## src/rtl/core/gdr_pkg.sv

```systemverilog
// gdr_pkg: widths, register codes, reset values and shared types of the
// grouped decimal render unit. No dependencies.
`default_nettype none

package gdr_pkg;

    // widths of the request and result fields
    localparam int NUM_W = 64;
    localparam int CAP_W = 8;
    localparam int BYTE_W = 8;

    // conversion datapath
    localparam int BCD_DIGITS = 20;
    localparam int BCD_W = 4 * BCD_DIGITS;
    localparam int DIGIT_CNT_W = $clog2(BCD_DIGITS + 1);
    localparam int STEP_W = $clog2(NUM_W);
    localparam int PHASE_W = 2;

    // grouping by three digits; (n * 11) >> 5 equals n / 3 for n below 32
    localparam int GROUP_SIZE = 3;
    localparam int GROUP_RECIP = 11;
    localparam int GROUP_SHIFT = 5;
    localparam int GROUPS_W = 3;

    // separator storage
    localparam int MAX_SEPARATOR_BYTES = 4;
    localparam int REG_SEP_BYTES = 4;
    localparam int SEP_LIM = (MAX_SEPARATOR_BYTES < REG_SEP_BYTES) ?
                             MAX_SEPARATOR_BYTES : REG_SEP_BYTES;
    localparam int SEP_LEN_W = $clog2(SEP_LIM + 1);

    // configuration port
    localparam int CFG_IDX_W = 2;
    localparam int CFG_DATA_W = 32;
    localparam int SEP_BYTES_W = 32;
    localparam int SEP_LENGTH_W = 3;
    localparam int GROUP_MIN_W = 5;

    localparam logic [CFG_IDX_W-1:0] CFG_SEP_BYTES = 2'd0;
    localparam logic [CFG_IDX_W-1:0] CFG_SEP_LENGTH = 2'd1;
    localparam logic [CFG_IDX_W-1:0] CFG_GROUP_MIN = 2'd2;

    localparam logic [SEP_BYTES_W-1:0] RST_SEP_BYTES = 32'd44;
    localparam logic [SEP_LENGTH_W-1:0] RST_SEP_LENGTH = 3'd1;
    localparam logic [GROUP_MIN_W-1:0] RST_GROUP_MIN = 5'd4;

    localparam logic [BYTE_W-1:0] ASCII_ZERO = 8'h30;
    localparam logic [BYTE_W-1:0] ASCII_MINUS = 8'h2d;
    localparam logic [BYTE_W-1:0] ASCII_NUL = 8'h00;

    typedef struct packed {
        logic [SEP_BYTES_W-1:0] sep_bytes;
        logic [SEP_LENGTH_W-1:0] sep_length;
        logic [GROUP_MIN_W-1:0] group_min;
    } t_cfg;

    // converter to emitter: finished digits, most significant digit on top
    typedef struct packed {
        logic done;
        logic [BCD_W-1:0] digits;
        logic [DIGIT_CNT_W-1:0] count;
    } t_bcd_res;

    // sequencer to emitter: request attributes held for the whole request
    typedef struct packed {
        logic neg;
        logic [CAP_W-1:0] cap;
    } t_emit_req;

endpackage

`default_nettype wire

```

## src/rtl/core/gdr_bcd_unit.sv

```systemverilog
// gdr_bcd_unit: shift-add-3 binary to BCD converter, one bit per cycle, followed
// by a digit-wide left shift that strips leading zero digits. Depends on gdr_pkg.
`default_nettype none

module gdr_bcd_unit import gdr_pkg::*; (
    input  logic             i_clk,
    input  logic             i_rst_n,
    input  logic             i_start,
    input  logic [NUM_W-1:0] i_magnitude,
    output t_bcd_res         o_res
);

    localparam logic [1:0] ST_IDLE = 2'd0;
    localparam logic [1:0] ST_SHIFT = 2'd1;
    localparam logic [1:0] ST_NORM = 2'd2;

    logic [1:0] r_state, n_state;
    logic [NUM_W-1:0] r_bin, n_bin;
    logic [BCD_W-1:0] r_bcd, n_bcd;
    logic [STEP_W-1:0] r_step, n_step;
    logic [DIGIT_CNT_W-1:0] r_count, n_count;
    logic [BCD_W-1:0] w_adj;
    logic [3:0] w_nib;
    logic w_norm_stop;

    // add 3 to every digit of 5 or more before the shift
    always_comb begin
        w_nib = 4'd0;
        for (int d = 0; d < BCD_DIGITS; d++) begin
            w_nib = r_bcd[4*d +: 4];
            w_adj[4*d +: 4] = (w_nib >= 4'd5) ? 4'(w_nib + 4'd3) : w_nib;
        end
    end

    assign w_norm_stop = (r_count == DIGIT_CNT_W'(1)) || (r_bcd[BCD_W-1 -: 4] != 4'd0);

    always_comb begin
        n_state = r_state;
        n_bin = r_bin;
        n_bcd = r_bcd;
        n_step = r_step;
        n_count = r_count;
        case (r_state)
            ST_IDLE: begin
                if (i_start) begin
                    n_bin = i_magnitude;
                    n_bcd = '0;
                    n_step = '1;
                    n_count = DIGIT_CNT_W'(BCD_DIGITS);
                    n_state = ST_SHIFT;
                end
            end
            ST_SHIFT: begin
                {n_bcd, n_bin} = {w_adj[BCD_W-2:0], r_bin, 1'b0};
                n_step = r_step - STEP_W'(1);
                if (r_step == '0) begin
                    n_state = ST_NORM;
                end
            end
            ST_NORM: begin
                if (w_norm_stop) begin
                    n_state = ST_IDLE;
                end else begin
                    n_bcd = {r_bcd[BCD_W-5:0], 4'd0};
                    n_count = r_count - DIGIT_CNT_W'(1);
                end
            end
            default: begin
                n_state = ST_IDLE;
            end
        endcase
    end

    always_ff @(posedge i_clk) begin
        if (!i_rst_n) begin
            r_state <= ST_IDLE;
        end else begin
            r_state <= n_state;
        end
        r_bin <= n_bin;
        r_bcd <= n_bcd;
        r_step <= n_step;
        r_count <= n_count;
    end

    assign o_res.done = (r_state == ST_NORM) && w_norm_stop;
    assign o_res.digits = r_bcd;
    assign o_res.count = r_count;

endmodule

`default_nettype wire

```

## config.mk

```make
export PLATFORM = sky130hd
export DESIGN_NAME = gdr_bcd_unit
export DESIGN_NICKNAME = d
export VERILOG_FILES = /design/src/rtl/core/gdr_pkg.sv /design/src/rtl/core/gdr_bcd_unit.sv
export SDC_FILE = /design/constraint.sdc
export NUM_CORES = 1
export LEC_CHECK = 0
export ABC_AREA = 1
export BUFFER_PORTS_ARGS = -buffer_cell sky130_fd_sc_hd__buf_2
export CORE_MARGIN = 2
export CORE_UTILIZATION = 45
export DETAILED_ROUTE_END_ITERATION = 12
export HOLD_SLACK_MARGIN = 0.1
export PLACE_DENSITY = 0.67
export SLEW_MARGIN = 40
export SYNTH_ARGS = -nofsm -noshare
export SYNTH_HDL_FRONTEND = slang
export SYNTH_SLANG_ARGS = --single-unit
```

## constraint.sdc

```tcl
create_clock -name i_clk -period 5.5 [get_ports i_clk]
set_clock_uncertainty 0.1 [all_clocks]
set_input_delay 0.275 -clock i_clk [delete_from_list [all_inputs] [get_ports i_clk]]
set_output_delay 0.275 -clock i_clk [all_outputs]
set_load 0.005 [all_outputs]
```

======== Word-level counts from Yosys, hierarchy flattened ========
Cells that the tools add are included.
operators by class
  magnitude comparators ................... 20
  muxes and demuxes ....................... 34
  reductions and logical operators ........ 12
  add/sub/neg operators ................... 22
  equality and inequality tests ........... 7
operators with widths
  cell                   number
  $pmux W80 S3           1
  $mux W80               2
  $pmux W64 S2           1
  $ge A4 B3 Y1 const B   20
  $add A4 B2 Y4 const B  19
  $mux W4                19
  $mux W64               1
  $pmux W6 S2            1
  $mux W5                2
  $pmux W5 S2            1
  $reduce_and A3 Y1      3
  $ne A2 B2 Y1 const B   4
  $logic_not A6 Y1       1
  $mux W2                3
  $mux W6                1
  $pmux W2 S3            1
  $sub A6 B1 Y6 const B  1
  $eq A5 B1 Y1 const B   1
  $sub A5 B1 Y5 const B  1
  $reduce_bool A2 Y1     2
  $reduce_bool A4 Y1     1
  $add A3 B2 Y3 const B  1
  $mux W3                1
  $reduce_bool A3 Y1     1
  6 further kinds        6
storage, ports and cells
  register bits after elaboration ......... 157
  input bits .............................. 67
  output and inout port bits .............. 86

======== Depth between registers and ports, before layout ========
  word-level depth ........................ 4
  depth in mapped cells ................... 10
  depth with buffers taken out ............ 10

======== Least setup slack after synthesis ========
No wires, ideal clock.
  kind .................................... register to register
  start ................................... register r_bcd[76]
  end ..................................... register r_bcd[0], enable pin
  data required time ...................... 4.855 ns
  path slack .............................. -0.055 ns
  clock period less this slack ............ 5.555 ns
  stages on the path, launching flop included .. 9
  library setup time ...................... 0.545 ns
  arrival time ............................ 4.910 ns
  buffers on the path ..................... 0
  cell sequence ........................... edfxtp_1 -> inv_1 -> ha_1 -> inv_1 -> nor2_1 -> nand2_1 -> nand2_1 -> nand2_1 -> a21oi_1
between the ends
  word-level cells in the longest chain between the ends .. 4
RTL lines
  item                         line                text
  start, declared              gdr_bcd_unit.sv:19  logic [BCD_W-1:0] r_bcd, n_bcd;
  start signal, assigned       gdr_bcd_unit.sv:81  r_bcd <= n_bcd;
  $reduce_bool A4 Y1           gdr_bcd_unit.sv:35  assign w_norm_stop = (r_count == DIGIT_CNT_W'(1)) || (r_bcd[BCD_W-1 -: 4] != 4'd0);
  $logic_or A1 B1 Y1           gdr_bcd_unit.sv:35
  $ne A2 B2 Y1 (no line)       -
  $reduce_and A3 Y1 (no line)  -
No other way between the ends.
A chain may end at the register's enable or synchronous reset.

======== Worst setup path in the final report ========
  start ................................... register r_bcd[76]
  end ..................................... register r_bcd[23], enable pin
The elaborated chain is that of the path after synthesis.

==> flow_metrics.py <==
metrics = {
    "clock_tree": {
        "cts_max_path_buffers": 2,
        "clk_pin_slew_ps": 70,
        "cts_sinks": 157,
        "ctsRootBufferMaster": "clkbuf_16",
        "holdBufCountCts": 65,
        "cts_tree": "yes",
        "cts-resized-gates": 0,
        "cts_buffers": 17,
        "htreeDepth": 4,
        "cts_setup_buffers": 0,
        "clk_latency_ps": 420,
    },
    "sta": {
        "rsz0062_at_grt": "false",
        "setup_violations": 0,
        "slew_headroom_pct": 45.01,
        "finalCritPeriodShare_pct": 54.61,
        "finalCriticalPeriod_ps": 3004,
        "slew_viol_final": 0,
        "fin_setup_tns_ps": 0,
        "tightest_slew_ps": 824.9,
        "fmax_mhz": 332.9,
        "hold_violations": 0,
    },
    "pwr": {
        "ir_drop_mv": 0.2677,
        "cellPowerDensity_nw_per_um2": 603.5,
        "total_power_mw": 6.549,
        "p_leak_nw": 4.901,
    },
    "logic_synthesis": {
        "ys_ff_latch": 157,
        "ys_seq_area_share_pct": 53.86,
        "synth_cell_types": 31,
        "syn_nets": 1071,
        "yosysWarnings": 0,
        "synth_cells": 956,
        "netlist_area_um2": 8716,
        "avgSynthCellArea_um2": 9.117,
    },
    "global_routing": {
        "track_usage_pct": 20.48,
        "grt_pass1_wl_um": 33350,
        "grt_max_degree": 77,
        "grt_pass1_vias": 6989,
        "grt-ovfl-total": 0,
        "antenna_found_initial": 0,
    },
    "routing": {
        "route.antenna.remaining_nets": 0,
        "vias_per_cell": 5.047,
        "vias": 7263,
        "drt-initial-drc-count": 494,
        "first_pass_iters": 5,
        "routedWlPerCell_um": 14.48,
        "drc_errors": 0,
        "drt_wl_total_um": 20840,
    },
    "hold_path": {
        "min_path_type": "primary input to register",
        "holdPathStages": 5,
    },
    "worst_setup_path": {
        "critical_path.max_fanout": 62,
        "crit_top_cell": "nand2_1",
        "critPathMaxStageDelay_ps": 740,
        "r2r_cells": 9,
        "cpMaxStageDelayCell": "buf_4",
        "crit_chain": "inv_1 -> ha_1 -> inv_1 -> nor2_1 -> nand2_1 -> nand2_1 -> nand2_1 -> a21oi_4 -> buf_4",
        "crit_required_ps": 5450,
        "worstPathArrival_ps": 2950,
        "endpoint_kind": "register",
        "startpoint_type": "register",
        "path_class": "register to register",
    },
    "placement": {
        "port_buffers": 152,
        "place_congestion": 0.8127,
        "post-dp-hpwl_um": 12670,
        "post_dp_cell_area_um2": 9649,
    },
    "final_layout": {
        "nFillCells": 1663,
        "syn2layout_area_growth_pct": 24.51,
        "fin_area_um2": 10850,
        "num-nets-final": 1281,
        "drive_gt1_share_pct": 17.22,
        "insertedDiodeCount": 0,
    },
    "floorplanning": {
        "num_rows": 50,
        "die_h_um": 143.2,
        "io_pins": 153,
        "die_w_um": 143.2,
        "initial_core_util_pct": 46.29,
        "dieArea_um2": 20500,
        "core-area_um2": 18830,
    },
    "status": {
        "status": "finished clean",
    },
    "job": {
        "cap_violations": 0,
    },
}
-- report_power, final --
group          switching (mW)  leakage, nW  internal (mW)
Sequential              0.400         1.55           2.26
Combinational            1.87         3.09          0.903
Clock                   0.523        0.266          0.593
-- cell usage in the layout (no fill, tap or decap), types with 2 or more instances in the layout --
master / netlist / routed
o211ai_1: 19 / 19
nor2_1: 81 / 81
o32ai_2: 7 / 7
o21ai_1: 16 / 16
nand2_1: 311 / 311
clkinvlp_4: 0 / 2
buf_4: 11 / 4
inv_1: 119 / 119
inv_4: 1 / 2
dlygate4sd3_1: 0 / 65
clkinv_4: 0 / 2
inv_8: 0 / 3
o21ai_0: 71 / 71
xor2_1: 14 / 14
ha_1: 48 / 47
nand4_1: 5 / 5
dfxtp_1: 2 / 2
inv_6: 0 / 6
o32ai_1: 6 / 6
clkinv_1: 0 / 2
o22ai_1: 11 / 11
buf_2: 6 / 152
clkbuf_16: 0 / 17
nand3_1: 37 / 37
edfxtp_1: 155 / 155
a21oi_1: 12 / 11
-- state kept, by name, indices dropped and copies added, names as in the netlist --
signal   count
r_bcd       80
r_bin       64
r_count      5
r_state      2
r_step       6
-- per-stage QoR --
step / hold slack [ps] / util [%] / instances / worst slack (ps)
2_1_floorplan: 296.3 / - / 956 / 1753
3_3_place_gp: 395.9 / 51.20 / 1342 / 2487
3_5_place_dp: 402.1 / 51.24 / 1342 / 2505
4_1_cts: 209.2 / 57.63 / 1439 / 2498
5_1_grt: 247.9 / 57.63 / 1439 / 2277
6_report: 226.4 / 57.63 / 1439 / 2496
-- per-layer routing --
| metal | share of wire [%] | global-route usage [%] | vias up |
|---|---|---|---|
| met4 | 1.6 | 6.097 | 0 |
| met1 | 44 | 26.59 | 3408 |
| li1 | - | - | 3604 |
| met3 | 6.7 | 5.298 | 25 |
| met2 | 48 | 33.82 | 226 |
| met5 | 0 | 0 | - |
-- worst paths after layout --
| kind | startpoint | to | slack [ps] |
|---|---|---|---|
| worst min-delay path | i_start | r_state[0] | 230 |
| worst max register to register | r_bcd[76] | r_bcd[23] | 2500 |
| worst min register to register | r_state[1] | r_state[1] | 410 |
| worst max-delay path | r_bcd[76] | r_bcd[23] | 2500 |
-- critical path, delay by kind of cell, from the launching register on --
| kind | cells | cell delay, ps |
|---|---|---|
| buffers and inverters | 3 | 910 |
| AOI/OAI and AO/OA | 1 | 540 |
| DFF | 1 | 440 |
| and+or+nand+nor | 4 | 430 |
| adders and majority gates | 1 | 160 |
-- cell usage after synthesis --
library cell	n	area share, %
o32ai_2	7	1.3
o22ai_1	11	0.79
nand2_4	1	0.13
o211a_1	1	0.11
or2_2	1	0.072
o21ai_0	71	4.1
clkbuf_1	7	0.30
dfxtp_1	2	0.46
a31oi_1	1	0.072
a211oi_1	1	0.086
o21a_1	1	0.086
inv_2	2	0.086
nand3_1	37	2.1
inv_4	1	0.072
a21oi_1	12	0.69
xor2_1	14	1.4
o21ai_2	1	0.10
o21ai_1	16	0.92
buf_4	11	0.95
nor2_1	81	3.5
nand2_1	311	13
o32ai_1	6	0.60
or2_1	1	0.072
edfxtp_1	155	53
nand2_2	1	0.072
nand4_1	5	0.36
buf_2	6	0.34
ha_1	48	6.9
inv_1	119	5.1
buf_6	6	0.78
o211ai_1	19	1.6
-- cells by family (layout without fill, tap and decap cells) --
| group | count (synthesis) | count (layout) | share of synthesized area (%) |
|---|---|---|---|
| buffers and inverters | 152 | 375 | 7.652 |
| adders and majority gates | 48 | 48 | 6.891 |
| DFF | 157 | 157 | 53.86 |
| and+or+nand+nor | 438 | 438 | 19.71 |
| AOI/OAI and AO/OA | 147 | 147 | 10.48 |
| xor gates and xnor gates | 14 | 14 | 1.407 |
-- area by class of cell --
class                      instances  area (um^2)  area share [%]
clock buffer                      17        425.4           3.920
tap                              260        325.3           2.998
timing repair buffer             221         1441           13.28
inverter                         122        462.9           4.266
clock inverter                    15        126.4           1.165
multi-input combinational        647         3376           31.11
sequential                       157         4695           43.26
Note: power is estimated with default switching activity, not from simulation.
